===== src/hdl/assert_macros.svh =====
// ----------------------------------------------------------------------------
// Assertion macros
// Shared concurrent assertion wrappers for the allocator RTL.
// ----------------------------------------------------------------------------
`ifndef ASSERT_MACROS_SVH
`define ASSERT_MACROS_SVH

// Clocked assertion, disabled while reset is asserted
`define ASSERT_CLK(lbl, prop, msg) \
  lbl: assert property (@(posedge clk) disable iff (!rst_n) prop) else $error(msg);

// Clocked assertion, also checked during reset
`define ASSERT_ALWAYS(lbl, prop, msg) \
  lbl: assert property (@(posedge clk) prop) else $error(msg);

`endif


===== src/hdl/pha_pkg.sv =====
// ----------------------------------------------------------------------------
// pha_pkg
// Types, codes and defaults shared by the page hole fit allocator modules.
// ----------------------------------------------------------------------------
`timescale 1ns / 1ps

package pha_pkg;

  // Owner id width, fixed by the request field
  localparam int ID_BITS = 8;

  // Defaults for top-level parameters
  localparam int DEF_NUM_PAGES = 32;
  localparam int DEF_PAGE_KB   = 4;

  // Request codes
  localparam logic [1:0] OP_ADD   = 2'd0;
  localparam logic [1:0] OP_KILL  = 2'd1;
  localparam logic [1:0] OP_QUERY = 2'd2;

  // Status codes
  localparam logic [1:0] STS_OK      = 2'd0;
  localparam logic [1:0] STS_RUNNING = 2'd1;
  localparam logic [1:0] STS_NOMEM   = 2'd2;
  localparam logic [1:0] STS_NOPROG  = 2'd3;

  typedef struct packed {
    logic [1:0]         op;
    logic [ID_BITS-1:0] owner_id;
    logic [7:0]         size_kb;
  } in_item_t;

  typedef struct packed {
    logic [1:0] status;
    logic [5:0] page_count;
    logic [4:0] first_page;
    logic [4:0] fragment_count;
  } out_item_t;

  // Ring control from the sequencer to the cell chain
  typedef struct packed {
    logic               shift;
    logic [ID_BITS-1:0] tail_data;
  } ring_ctl_t;

endpackage


===== src/hdl/pha_cell.sv =====
// ----------------------------------------------------------------------------
// pha_cell
// One page entry of the owner ring; takes its neighbor's value on a shift.
// ----------------------------------------------------------------------------
`timescale 1ns / 1ps

module pha_cell (
  input  logic                       clk,
  input  logic                       rst_n,
  input  logic                       shift_en,
  input  logic [pha_pkg::ID_BITS-1:0] d_in,
  output logic [pha_pkg::ID_BITS-1:0] q
);
  import pha_pkg::*;

  logic [ID_BITS-1:0] owner_r;

  // Owner register, cleared to free on reset
  always_ff @(posedge clk) begin
    if (!rst_n) begin
      owner_r <= '0;
    end else if (shift_en) begin
      owner_r <= d_in;
    end
  end

  assign q = owner_r;

endmodule


===== src/hdl/pha_ctrl.sv =====
// ----------------------------------------------------------------------------
// pha_ctrl
// Sequencer: scans the owner ring once to find holes and ids, then rotates
// it once more to apply the add or kill and count used runs.
// ----------------------------------------------------------------------------
`timescale 1ns / 1ps
`include "assert_macros.svh"

module pha_ctrl #(
  parameter int NUM_PAGES = pha_pkg::DEF_NUM_PAGES,
  parameter int PAGE_KB   = pha_pkg::DEF_PAGE_KB
) (
  input  logic                        clk,
  input  logic                        rst_n,
  input  logic                        in_valid,
  output logic                        in_ready,
  input  pha_pkg::in_item_t           in_data,
  output logic                        out_valid,
  input  logic                        out_ready,
  output pha_pkg::out_item_t          out_data,
  input  logic                        cfg_valid,
  output logic                        cfg_ready,
  input  logic                        cfg_data,
  input  logic [pha_pkg::ID_BITS-1:0] head,
  output pha_pkg::ring_ctl_t          ring
);
  import pha_pkg::*;

  localparam int CNT_W  = $clog2(NUM_PAGES);
  localparam int MAX_KB = NUM_PAGES * PAGE_KB;
  localparam int KB_W   = $clog2(MAX_KB + 1);
  localparam int CMP_W  = (KB_W > 8) ? KB_W : 8;
  localparam int PG_W   = $clog2(NUM_PAGES + 1);

  localparam logic [CNT_W-1:0] LAST     = CNT_W'(NUM_PAGES - 1);
  localparam logic [CMP_W-1:0] STEP_KB  = CMP_W'(PAGE_KB);
  localparam logic [CMP_W-1:0] MAX_KB_C = CMP_W'(MAX_KB);

  typedef enum logic [1:0] {S_IDLE, S_SCAN, S_APPLY, S_DONE} state_t;

  state_t             state_r, state_nxt;
  logic [CNT_W-1:0]   cnt_r, cnt_nxt;
  logic [1:0]         op_r, op_nxt;
  logic [ID_BITS-1:0] id_r, id_nxt;
  logic [7:0]         size_r, size_nxt;
  logic               mode_r, mode_nxt;
  logic               present_r, present_nxt;
  logic [CMP_W-1:0]   run_kb_r, run_kb_nxt;
  logic [CNT_W-1:0]   run_start_r, run_start_nxt;
  logic               found_r, found_nxt;
  logic [CMP_W-1:0]   best_kb_r, best_kb_nxt;
  logic [CNT_W-1:0]   best_start_r, best_start_nxt;
  logic [CMP_W-1:0]   wkb_r, wkb_nxt;
  logic [PG_W-1:0]    pages_r, pages_nxt;
  logic [PG_W-1:0]    frag_r, frag_nxt;
  logic               prev_used_r, prev_used_nxt;
  logic               out_valid_r, out_valid_nxt;
  out_item_t          out_r, out_nxt;

  logic               head_free, last, do_eval, fits, better;
  logic [CMP_W-1:0]   size_ext, cur_kb, eval_kb;
  logic [CNT_W-1:0]   cur_start, eval_start;
  logic               add_ok, kill_en, wr_add, wr_kill, new_used;
  logic [ID_BITS-1:0] new_val;
  logic [1:0]         status_c;

  // Hole tracking on the entry at the ring head
  always_comb begin
    head_free  = (head == '0);
    last       = (cnt_r == LAST);
    size_ext   = CMP_W'(size_r);
    cur_kb     = run_kb_r + STEP_KB;
    cur_start  = (run_kb_r == '0) ? cnt_r : run_start_r;
    eval_kb    = head_free ? cur_kb : run_kb_r;
    eval_start = head_free ? cur_start : run_start_r;
    do_eval    = !head_free || last;
    fits       = (eval_kb != '0) && (eval_kb >= size_ext);
    better     = !found_r || (mode_r ? (eval_kb < best_kb_r) : (eval_kb > best_kb_r));
  end

  // Update of the entry at the ring head during the apply pass
  always_comb begin
    add_ok   = (op_r == OP_ADD) && !present_r && (size_ext <= MAX_KB_C) && found_r;
    kill_en  = (op_r == OP_KILL) && (id_r != '0);
    wr_add   = add_ok && (cnt_r >= best_start_r) && ((wkb_r == '0) || (wkb_r < size_ext));
    wr_kill  = kill_en && (head == id_r);
    new_val  = wr_add ? id_r : (wr_kill ? '0 : head);
    new_used = (new_val != '0);
  end

  // Result status
  always_comb begin
    unique case (op_r)
      OP_ADD: begin
        if (present_r) begin
          status_c = STS_RUNNING;
        end else if (!add_ok) begin
          status_c = STS_NOMEM;
        end else begin
          status_c = STS_OK;
        end
      end
      OP_KILL: begin
        status_c = (pages_r == '0) ? STS_NOPROG : STS_OK;
      end
      default: begin
        status_c = STS_OK;
      end
    endcase
  end

  // Next-state logic
  always_comb begin
    state_nxt      = state_r;
    cnt_nxt        = cnt_r;
    op_nxt         = op_r;
    id_nxt         = id_r;
    size_nxt       = size_r;
    mode_nxt       = cfg_valid ? cfg_data : mode_r;
    present_nxt    = present_r;
    run_kb_nxt     = run_kb_r;
    run_start_nxt  = run_start_r;
    found_nxt      = found_r;
    best_kb_nxt    = best_kb_r;
    best_start_nxt = best_start_r;
    wkb_nxt        = wkb_r;
    pages_nxt      = pages_r;
    frag_nxt       = frag_r;
    prev_used_nxt  = prev_used_r;
    out_valid_nxt  = out_valid_r && !out_ready;
    out_nxt        = out_r;
    ring.shift     = 1'b0;
    ring.tail_data = head;

    unique case (state_r)
      S_IDLE: begin
        if (in_valid) begin
          op_nxt         = in_data.op;
          id_nxt         = in_data.owner_id;
          size_nxt       = in_data.size_kb;
          present_nxt    = (in_data.owner_id == '0);
          cnt_nxt        = '0;
          run_kb_nxt     = '0;
          run_start_nxt  = '0;
          found_nxt      = 1'b0;
          best_kb_nxt    = '0;
          best_start_nxt = '0;
          wkb_nxt        = '0;
          pages_nxt      = '0;
          frag_nxt       = '0;
          prev_used_nxt  = 1'b0;
          state_nxt      = S_SCAN;
        end
      end
      S_SCAN: begin
        ring.shift     = 1'b1;
        ring.tail_data = head;
        if (head == id_r) begin
          present_nxt = 1'b1;
        end
        if (do_eval && fits && better) begin
          found_nxt      = 1'b1;
          best_kb_nxt    = eval_kb;
          best_start_nxt = eval_start;
        end
        run_kb_nxt    = head_free ? cur_kb : '0;
        run_start_nxt = head_free ? cur_start : run_start_r;
        if (last) begin
          cnt_nxt   = '0;
          state_nxt = S_APPLY;
        end else begin
          cnt_nxt = cnt_r + 1'b1;
        end
      end
      S_APPLY: begin
        ring.shift     = 1'b1;
        ring.tail_data = new_val;
        if (wr_add) begin
          wkb_nxt = wkb_r + STEP_KB;
        end
        if (wr_add || wr_kill) begin
          pages_nxt = pages_r + 1'b1;
        end
        if (new_used && !prev_used_r) begin
          frag_nxt = frag_r + 1'b1;
        end
        prev_used_nxt = new_used;
        if (last) begin
          cnt_nxt   = '0;
          state_nxt = S_DONE;
        end else begin
          cnt_nxt = cnt_r + 1'b1;
        end
      end
      S_DONE: begin
        if (!out_valid_r || out_ready) begin
          out_nxt.status         = status_c;
          out_nxt.page_count     = 6'(pages_r);
          out_nxt.first_page     = add_ok ? 5'(best_start_r) : 5'd0;
          out_nxt.fragment_count = 5'(frag_r);
          out_valid_nxt          = 1'b1;
          state_nxt              = S_IDLE;
        end
      end
      default: begin
        state_nxt = S_IDLE;
      end
    endcase
  end

  // State and registered outputs
  always_ff @(posedge clk) begin
    if (!rst_n) begin
      state_r     <= S_IDLE;
      cnt_r       <= '0;
      mode_r      <= 1'b0;
      out_valid_r <= 1'b0;
    end else begin
      state_r     <= state_nxt;
      cnt_r       <= cnt_nxt;
      mode_r      <= mode_nxt;
      out_valid_r <= out_valid_nxt;
    end
    op_r         <= op_nxt;
    id_r         <= id_nxt;
    size_r       <= size_nxt;
    present_r    <= present_nxt;
    run_kb_r     <= run_kb_nxt;
    run_start_r  <= run_start_nxt;
    found_r      <= found_nxt;
    best_kb_r    <= best_kb_nxt;
    best_start_r <= best_start_nxt;
    wkb_r        <= wkb_nxt;
    pages_r      <= pages_nxt;
    frag_r       <= frag_nxt;
    prev_used_r  <= prev_used_nxt;
    out_r        <= out_nxt;
  end

  assign in_ready  = (state_r == S_IDLE);
  assign cfg_ready = 1'b1;
  assign out_valid = out_valid_r;
  assign out_data  = out_r;

  // Checks
  `ASSERT_CLK(a_accept_leaves_idle, (in_valid && in_ready) |=> (state_r == S_SCAN), "accepted transfer did not start a scan")
  `ASSERT_CLK(a_result_after_apply, $rose(out_valid_r) |-> ($past(state_r) == S_DONE), "result raised outside done state")
  `ASSERT_CLK(a_fail_no_first_page, (out_valid_r && (out_r.status != STS_OK)) |-> (out_r.first_page == 5'd0), "failed request reports a first page")
  `ASSERT_ALWAYS(a_idle_counter_clear, (state_r == S_IDLE) |-> (cnt_r == '0), "page counter not cleared in idle")

endmodule


===== src/hdl/page_hole_fit_allocator.sv =====
// ----------------------------------------------------------------------------
// page_hole_fit_allocator: page map allocator, worst or best fit
// From the input transfer to the result transfer: one full rotation of the owner
// cell ring to scan, one to apply, then the result is registered. A new request is
// taken only after the previous result is registered; a result the receiver has
// not taken holds the next one.
// Reset (synchronous, rst_n low) frees all pages, selects worst fit.
// ----------------------------------------------------------------------------
`timescale 1ns / 1ps

module page_hole_fit_allocator #(
  parameter int NUM_PAGES = pha_pkg::DEF_NUM_PAGES,
  parameter int PAGE_KB   = pha_pkg::DEF_PAGE_KB
) (
  input  logic               clk,
  input  logic               rst_n,
  input  logic               in_valid,
  output logic               in_ready,
  input  pha_pkg::in_item_t  in_data,
  output logic               out_valid,
  input  logic               out_ready,
  output pha_pkg::out_item_t out_data,
  input  logic               cfg_valid,
  output logic               cfg_ready,
  input  logic               cfg_data
);
  import pha_pkg::*;

  logic [ID_BITS-1:0] owner_q [NUM_PAGES];
  ring_ctl_t          ring;

  // Sequencer
  pha_ctrl #(
    .NUM_PAGES (NUM_PAGES),
    .PAGE_KB   (PAGE_KB)
  ) u_ctrl (
    .clk       (clk),
    .rst_n     (rst_n),
    .in_valid  (in_valid),
    .in_ready  (in_ready),
    .in_data   (in_data),
    .out_valid (out_valid),
    .out_ready (out_ready),
    .out_data  (out_data),
    .cfg_valid (cfg_valid),
    .cfg_ready (cfg_ready),
    .cfg_data  (cfg_data),
    .head      (owner_q[0]),
    .ring      (ring)
  );

  // Owner ring: each cell takes the next one's value, the tail takes the head entry back, updated during apply
  for (genvar k = 0; k < NUM_PAGES; k++) begin : g_cell
    logic [ID_BITS-1:0] d_in;
    if (k == NUM_PAGES - 1) begin : g_tail
      assign d_in = ring.tail_data;
    end else begin : g_mid
      assign d_in = owner_q[k+1];
    end
    pha_cell u_cell (
      .clk      (clk),
      .rst_n    (rst_n),
      .shift_en (ring.shift),
      .d_in     (d_in),
      .q        (owner_q[k])
    );
  end

endmodule

===== config.mk =====
export PLATFORM = sky130hd
export DESIGN_NAME = page_hole_fit_allocator
export DESIGN_NICKNAME = d
export VERILOG_FILES = /design/src/hdl/pha_pkg.sv /design/src/hdl/pha_cell.sv /design/src/hdl/pha_ctrl.sv /design/src/hdl/page_hole_fit_allocator.sv
export VERILOG_INCLUDE_DIRS = /design/src /design/src/hdl
export SDC_FILE = /design/constraint.sdc
export NUM_CORES = 1
export LEC_CHECK = 0
export BUFFER_PORTS_ARGS = -buffer_cell sky130_fd_sc_hd__buf_2
export CAP_MARGIN = 10
export CORE_UTILIZATION = 55
export CTS_CLUSTER_SIZE = 24
export DETAILED_ROUTE_END_ITERATION = 10
export PLACE_DENSITY = 0.8
export SYNTH_ARGS = -nofsm -noshare
export SYNTH_HDL_FRONTEND = slang
export SYNTH_SLANG_ARGS = --single-unit
export TNS_END_PERCENT = 5

===== constraint.sdc =====
create_clock -name clk -period 9.7 [get_ports clk]
set_clock_uncertainty 0.2 [all_clocks]
set_input_delay 1.455 -clock clk [delete_from_list [all_inputs] [get_ports clk]]
set_output_delay 1.455 -clock clk [all_outputs]
set_load 0.03 [all_outputs]

==> results by group, run 1 <==
Pwr
  • Reported leakage power: slightly below 0.006 µW
  • Fraction of power spent switching nets: roughly a third
  • Clock share of power: between 20 and 30%
  • Maximum resistive drop on vdd: 0.258 mV
  • Net Sw Power: 1430 µW
  • Proportion of power drawn by flip-flops and latches: 39.0%
  • Power density cells: 286 nW/µm²
  • Combinational share of power: 31.2%
  • Internal power component: 3070 µW

Yosys
  • Count of state elements after synthesis: 343
  • Mapped Area: 14100 µm²
  • Most frequently used flop master after synthesis: sky130_fd_sc_hd__dfxtp_1
  • Cells after synthesis: 1235
  • Share of flip-flops with an asynchronous set or reset: 0%
  • Syn_area_per_cell: 11.4 µm²
  • Warnings from Yosys: 0
  • Count of distinct cell types in the synthesized netlist: 54
  • Post-Synthesis Net Count: about 1300
  • Share of the yosys chip area belonging to registers: 54.2%
  • Number of enable-type register cells in the synthesized netlist: 78

Die
  • Number of primary I/O pins: 45
  • Die Footprint: around 26000 µm²
  • Core area: 25200 µm²
  • Initial Utilization: a little under three fifths
  • Die width: approximately 160 µm
  • DIE HEIGHT: 162 µm
  • Num rows: 58

Route
  • Met3 WL post-DR: 1030 µm
  • Via total after detailed routing: 8360
  • Total routed wire length on the met1 layer: 10900 µm
  • Violation count after the first detailed-routing iteration: 571
  • Met2 layer wire length in the routed design: 10700 µm
  • DR vias/cell: 5.20
  • Remaining antenna violation count: 0
  • DRC violations left: 0
  • Top routing layer in use: met4
  • DRT Pass-1 Iters: 5
  • Drt total wl: 23000 µm
  • WL/cell: 14.3 µm

Clock tree
  • Sinks on Clock Net: 343
  • H-Tree Level Count: 2
  • Post-CTS clock slew at the launch and capture registers of the worst setup and hold paths: 60 ps
  • Clock tree from TritonCTS: yes
  • Cts-stage hold buffer count: 0
  • CTS-repair resized insts: 0
  • Total clock buffers created by CTS: 36
  • CTS root buf: sky130_fd_sc_hd__clkbuf_16
  • Number of buffers on the longest clock path: 3
  • Worst-skew pair later-pin latency: around 500 ps
  • Post-CTS Setup Bufs: 0

Min path
  • Path class of the lowest-slack min-delay path: reg -> reg

Timing
  • Finish-stage setup viols: 0
  • Total Negative Setup Slacks: 0 ps
  • Number of slew-limit violations in the final report: 0
  • Achievable Freq: 258 MHz
  • Final critical-path share of the clock period: 40.0%
  • Final min period: 3880 ps
  • Fin. Hold Viols: 0
  • Least-Margin Pin Slew: 1080 ps
  • Unrepaired setup endpoints after global routing: false
  • Max_slew headroom: 27.8%

Finish
  • Diode insertion count for antenna repair: 0
  • Layout Area Growth over Synthesis: 11.3%
  • Number of nets in the final layout: 1311
  • Share of cells above drive strength 1: 9.46%
  • Area of combinational cells with multiple inputs: 6060 µm²
  • Final standard cell area without fillers: 15700 µm²
  • Fill count: 1958
  • Reg area: 7650 µm²

Global routing
  • First-pass GRT wire length: 38900 µm
  • Vias in the first global route: approximately 8000
  • Initial antenna violation count: 0
  • GR Util All Layers: 17.8%
  • Total grt overflow: 0
  • Largest net degree at the start of global routing: 133

Worst setup path
  • Kind of end point of the critical path: flip-flop
  • Max Fanout on Critical Path: 12
  • Endpoint required time on the critical path: 9700 ps
  • Start-to-end type of the worst setup path: reg -> reg
  • Crit path arrival time: 3890 ps
  • Sort of element at the start of the critical path: flip-flop

Placement
  • RD Place Congestion: 0.826
  • Area of placed instances: 14500 µm²
  • DPL Wire Length: between 10000 and 15000 µm
  • Input/output buffers: 43

Run
  • Number of max-capacitance violations reported: 0

Outcome
  • Status: finished, final reports clean
==> worst max-delay path: stages (launching register included) <==
cell and delay [ps]:
sky130_fd_sc_hd__dfxtp_1 380, sky130_fd_sc_hd__nor4_4 460, sky130_fd_sc_hd__and2_1 360, sky130_fd_sc_hd__o21ai_0 230, sky130_fd_sc_hd__ha_1 350, sky130_fd_sc_hd__nand2_1 50, sky130_fd_sc_hd__o31a_2 280, sky130_fd_sc_hd__o21ai_0 330
sky130_fd_sc_hd__o21a_1 150, sky130_fd_sc_hd__a31oi_1 40, sky130_fd_sc_hd__a2bb2oi_1 150, sky130_fd_sc_hd__o32ai_1 300, sky130_fd_sc_hd__buf_4 270
==> flip-flops by register name, summed over array words and instances (netlist names), 2 cells and up <==
signal and cells:
u_ctrl.state_r 2, u_ctrl.frag_r 5, u_ctrl.out_data 18, u_ctrl.run_start_r 5, u_ctrl.op_r 2, u_ctrl.id_r 8
u_ctrl.best_kb_r 6, u_ctrl.cnt_r 5, g_cell.u_cell.q 256, u_ctrl.best_start_r 5, u_ctrl.size_ext 8, u_ctrl.pages_r 6
u_ctrl.wkb_r 6, u_ctrl.run_kb_r 6
==> cell usage in the layout (no fill, tap or decap), types with 24 or more instances in the layout <==
master and instances:
sky130_fd_sc_hd__a21oi_1 26, sky130_fd_sc_hd__buf_2 42, sky130_fd_sc_hd__clkbuf_16 40, sky130_fd_sc_hd__dfxtp_1 265
sky130_fd_sc_hd__edfxtp_1 78, sky130_fd_sc_hd__ha_1 31, sky130_fd_sc_hd__inv_1 31, sky130_fd_sc_hd__mux2i_1 253
sky130_fd_sc_hd__nor2_1 41, sky130_fd_sc_hd__nor2b_1 241, sky130_fd_sc_hd__o21ai_0 24
==> final timing paths <==
path,start,end,slack (ps),cells after the start
max,g_cell[0].u_cell.q[7],u_ctrl.best_start_r[4],5820,12
max reg2reg,g_cell[0].u_cell.q[7],u_ctrl.best_start_r[4],5820,12
min reg2reg,u_ctrl.frag_r[4],u_ctrl.out_data[4],290,0
min,u_ctrl.frag_r[4],u_ctrl.out_data[4],290,0
==> synth_stat cells (3+ instances only) <==
library cell | instances | area (µm²)
sky130_fd_sc_hd__dfxtp_1 | 265 | 5310
sky130_fd_sc_hd__nor4_1 | 6 | 37.5
sky130_fd_sc_hd__nor4_4 | 3 | 63.8
sky130_fd_sc_hd__inv_1 | 31 | 116
sky130_fd_sc_hd__nand4_1 | 4 | 25.0
sky130_fd_sc_hd__a31oi_1 | 3 | 18.8
sky130_fd_sc_hd__a21o_1 | 3 | 22.5
sky130_fd_sc_hd__mux2i_1 | 253 | 2530
sky130_fd_sc_hd__and2_1 | 21 | 131
sky130_fd_sc_hd__nor2b_1 | 241 | 1510
sky130_fd_sc_hd__o21a_1 | 3 | 22.5
sky130_fd_sc_hd__nand3b_1 | 4 | 30.0
sky130_fd_sc_hd__nand2b_1 | 4 | 25.0
sky130_fd_sc_hd__buf_1 | 24 | 90.1
sky130_fd_sc_hd__xor2_1 | 15 | 131
sky130_fd_sc_hd__o22ai_1 | 8 | 50.1
sky130_fd_sc_hd__and3_1 | 7 | 43.8
sky130_fd_sc_hd__nand2_1 | 22 | 82.6
sky130_fd_sc_hd__clkbuf_1 | 39 | 146
sky130_fd_sc_hd__and2_2 | 5 | 37.5
sky130_fd_sc_hd__nor2_1 | 41 | 154
sky130_fd_sc_hd__or4_1 | 3 | 22.5
sky130_fd_sc_hd__nand3_1 | 22 | 110
sky130_fd_sc_hd__xnor2_1 | 15 | 131
sky130_fd_sc_hd__a21oi_1 | 26 | 130
sky130_fd_sc_hd__ha_1 | 32 | 400
sky130_fd_sc_hd__edfxtp_1 | 78 | 2340
sky130_fd_sc_hd__o21ai_0 | 24 | 120
==> per-stage QoR <==
step	cells	hold slack [ps]	power, µW	util [%]	setup WS (ps)
detailed placement	1547	275	3170	57.7	5830
CTS	1609	290	4530	62.4	5820
global route	1609	315	4720	62.4	5460
floorplan	1235	249	2930	-	5570
global placement	1547	266	3140	57.7	5880
finish	1609	288	4500	62.4	5820
==> layer usage <==
metal  up-vias  GRT usage (%)
li1       4266              -
met1      3907           23.2
met2       153           29.7
met3        34           3.63
met4         0           5.70
met5         -              0
==> cell type report <==
class / count / area share (%)
sequential: 343 / 48.7
timing repair buffer: 51 / 1.85
clock buffer: 52 / 6.99
tap: 330 / 2.63
clock inverter: 10 / 0.494
inverter: 32 / 0.765
multi-input combinational: 791 / 38.6
==> kinds of logic after synthesis <==
| group | synth area share [%] |
|---|---|
| other | 0.0266 |
| and+or+nand+nor | 16.5 |
| adders and majority gates | 2.84 |
| DFF | 54.2 |
| muxes | 17.9 |
| xor gates and xnor gates | 1.86 |
| AOI/OAI and AO/OA | 3.63 |
| buffers and inverters | 2.97 |
==> power groups by stage <==
stage	sequential, µW	combinational (µW)	clock [µW]
finish	1750	1400	1340
detailed placement	1780	1390	0
global route	1770	1520	1430
global placement	1770	1370	0
floorplan	1750	1180	0
CTS	1750	1400	1370
Note: power is estimated with default switching activity, not from simulation.
==> inputs of run 2 (changes only) <==
Clock period 9.7 ns to 3.9 ns, I/O delays scaled along.
==> run 2 against run 1 <==
  * Via count down 0.61%
  * Sequential power increased by 150%
  * Setup slack worse by 5500 ps
  * Register-to-register slack got worse by 5500 ps
  * Die area did not move
  * First-iteration DRC count is 7.4% lower
  * Combinational power grew to 2.5 times the previous value
  * Sequential cell count stayed put
  * Critical path type unchanged
  * Critical endpoint is now u_ctrl.best_kb_r[3]
  * Largest power group unchanged
  * Highest routed layer unchanged
==> results by group, run 2 (synthesized netlist as in run 1, its figures left out) <==
Pwr
  • Combinational share of power: 31.1%
  • Reported leakage power: 0.00594 µW
  • Proportion of power drawn by flip-flops and latches: between 30% and 40%
  • Net Sw Power: 3590 µW
  • Internal power component: 7730 µW
  • Fraction of power spent switching nets: 31.7%
  • Maximum resistive drop on vdd: around 0.63 mV
  • Clock share of power: 30.5%
  • Power density cells: between 700 and 800 nW/µm²

Worst setup path
  • Endpoint required time on the critical path: 3900 ps
  • Start-to-end type of the worst setup path: reg -> reg
  • Crit path arrival time: 3600 ps
  • Sort of element at the start of the critical path: flip-flop
  • Max Fanout on Critical Path: 12
  • Kind of end point of the critical path: flip-flop

Finish
  • Most frequent cells in the layout: sky130_fd_sc_hd__dfxtp_1, sky130_fd_sc_hd__mux2i_1, sky130_fd_sc_hd__nor2b_1, sky130_fd_sc_hd__edfxtp_1, sky130_fd_sc_hd__buf_2
  • Fill count: just under 2000
  • Most frequent standard cell in the layout excluding fill and tap cells: sky130_fd_sc_hd__dfxtp_1
  • Number of nets in the final layout: 1316
  • Area of combinational cells with multiple inputs: approximately 6100 µm²
  • Fraction of the core area covered by cells at the end of the flow: 62.7%
  • Reg area: around 7600 µm²
  • Share of cells above drive strength 1: 9.79%
  • Layout Area Growth over Synthesis: 12.0%
  • Largest register FFs: 256
  • Diode insertion count for antenna repair: 0

Timing
  • Unrepaired setup endpoints after global routing: false
  • Least-Margin Pin Slew: 991 ps
  • Final critical-path share of the clock period: 92.3%
  • Finish-stage setup viols: 0
  • Total Negative Setup Slacks: 0 ps
  • Achievable Freq: 278 MHz
  • Fin. Hold Viols: 0
  • Final min period: about 3600 ps
  • Number of slew-limit violations in the final report: 0
  • Max_slew headroom: 33.8%

Route
  • DR vias/cell: roughly 5
  • Drt total wl: 23300 µm
  • Violation count after the first detailed-routing iteration: 529
  • Remaining antenna violation count: 0
  • Via total after detailed routing: 8309
  • DRT Pass-1 Iters: 4
  • DRC violations left: 0
  • WL/cell: around 14 µm

Global routing
  • Total grt overflow: 0
  • Vias in the first global route: slightly above 8000
  • Initial antenna violation count: 0
  • GR Util All Layers: 18.0%
  • First-pass GRT wire length: 39100 µm
  • Largest net degree at the start of global routing: 244

Die
  • Die Footprint: 26300 µm²
  • Num rows: 58
  • Core area: between 20000 and 30000 µm²
  • Initial Utilization: 56.0%
  • Number of primary I/O pins: 45
  • Die width: 162 µm
  • DIE HEIGHT: around 160 µm

Clock tree
  • CTS root buf: sky130_fd_sc_hd__clkbuf_16
  • Post-CTS Setup Bufs: 0
  • Number of buffers on the longest clock path: 3
  • Total clock buffers created by CTS: 36
  • Sinks on Clock Net: 343
  • Cts-stage hold buffer count: 0
  • Clock tree from TritonCTS: yes
  • H-Tree Level Count: 2
  • CTS-repair resized insts: 0
  • Post-CTS clock slew at the launch and capture registers of the worst setup and hold paths: about 60 ps
  • Worst-skew pair later-pin latency: 510 ps

Run
  • Number of max-capacitance violations reported: 0

Placement
  • RD Place Congestion: 0.860
  • DPL Wire Length: 14400 µm
  • Input/output buffers: 43

Min path
  • Path class of the lowest-slack min-delay path: in -> reg

Outcome
  • Status: finished, final reports clean
[run 2: stage by stage]
| stage | total power, µW | std cells | area [µm²] | setup slack [ps] | hold WS, ps |
|---|---|---|---|---|---|
| floorplan | 7300 | 1235 | 14100 | 269 | 249 |
| global placement | 7880 | 1552 | 14600 | 383 | 259 |
| detailed placement | 7930 | 1552 | 14600 | 321 | 261 |
| CTS | 11400 | 1617 | 15800 | 282 | 42.4 |
| global route | 11900 | 1617 | 15800 | 39.2 | 40.3 |
| finish | 11300 | 1617 | 15800 | 299 | 53.4 |
[run 2: metal layers]
layer  global-route usage, %  up-vias  share of wire [%]
met5                       0        -                  0
met4                    5.32        0                1.8
met3                    3.47       34                4.4
met2                    29.4      143                 46
met1                    24.2     3840                 48
li1                        -     4292                  -
[run 2: worst paths after layout]
path	start	endpoint	cells past startpoint	slack [ps]
worst min register to register	u_ctrl.frag_r[4]	u_ctrl.out_data[4]	0	280
worst max register to register	g_cell[0].u_cell.q[3]	u_ctrl.best_kb_r[3]	12	300
worst min-delay path	in_data[3]	u_ctrl.size_ext[3]	1	50
worst max-delay path	g_cell[0].u_cell.q[3]	u_ctrl.best_kb_r[3]	12	300
[run 2: cell type report]
class	instances	share of cell area, %
timing repair buffer	56	2.15
tap	330	2.61
inverter	32	0.760
clock inverter	15	1.20
sequential	343	48.4
multi-input combinational	791	38.4
clock buffer	50	6.48
[run 2: worst max-delay path, cell delays in order, from the launching register on]
cell and delay, ps:
sky130_fd_sc_hd__dfxtp_1 370, sky130_fd_sc_hd__nor4_4 320, sky130_fd_sc_hd__and2_1 340, sky130_fd_sc_hd__o21ai_0 200, sky130_fd_sc_hd__ha_1 330, sky130_fd_sc_hd__nand2_1 50
sky130_fd_sc_hd__o31a_2 270, sky130_fd_sc_hd__o21ai_0 340, sky130_fd_sc_hd__o21a_1 160, sky130_fd_sc_hd__a31oi_1 40, sky130_fd_sc_hd__a2bb2oi_1 170, sky130_fd_sc_hd__o32ai_2 250
sky130_fd_sc_hd__buf_4 240
[run 2: power groups by stage]
stage                     logic (µW)  clock network (µW)  registers (µW)
after floorplan                 2940                   0            4350
after global placement          3470                   0            4410
after detailed placement        3500                   0            4420
after CTS                       3520                3530            4350
after global routing            3810                3690            4400
final                           3520                3450            4350
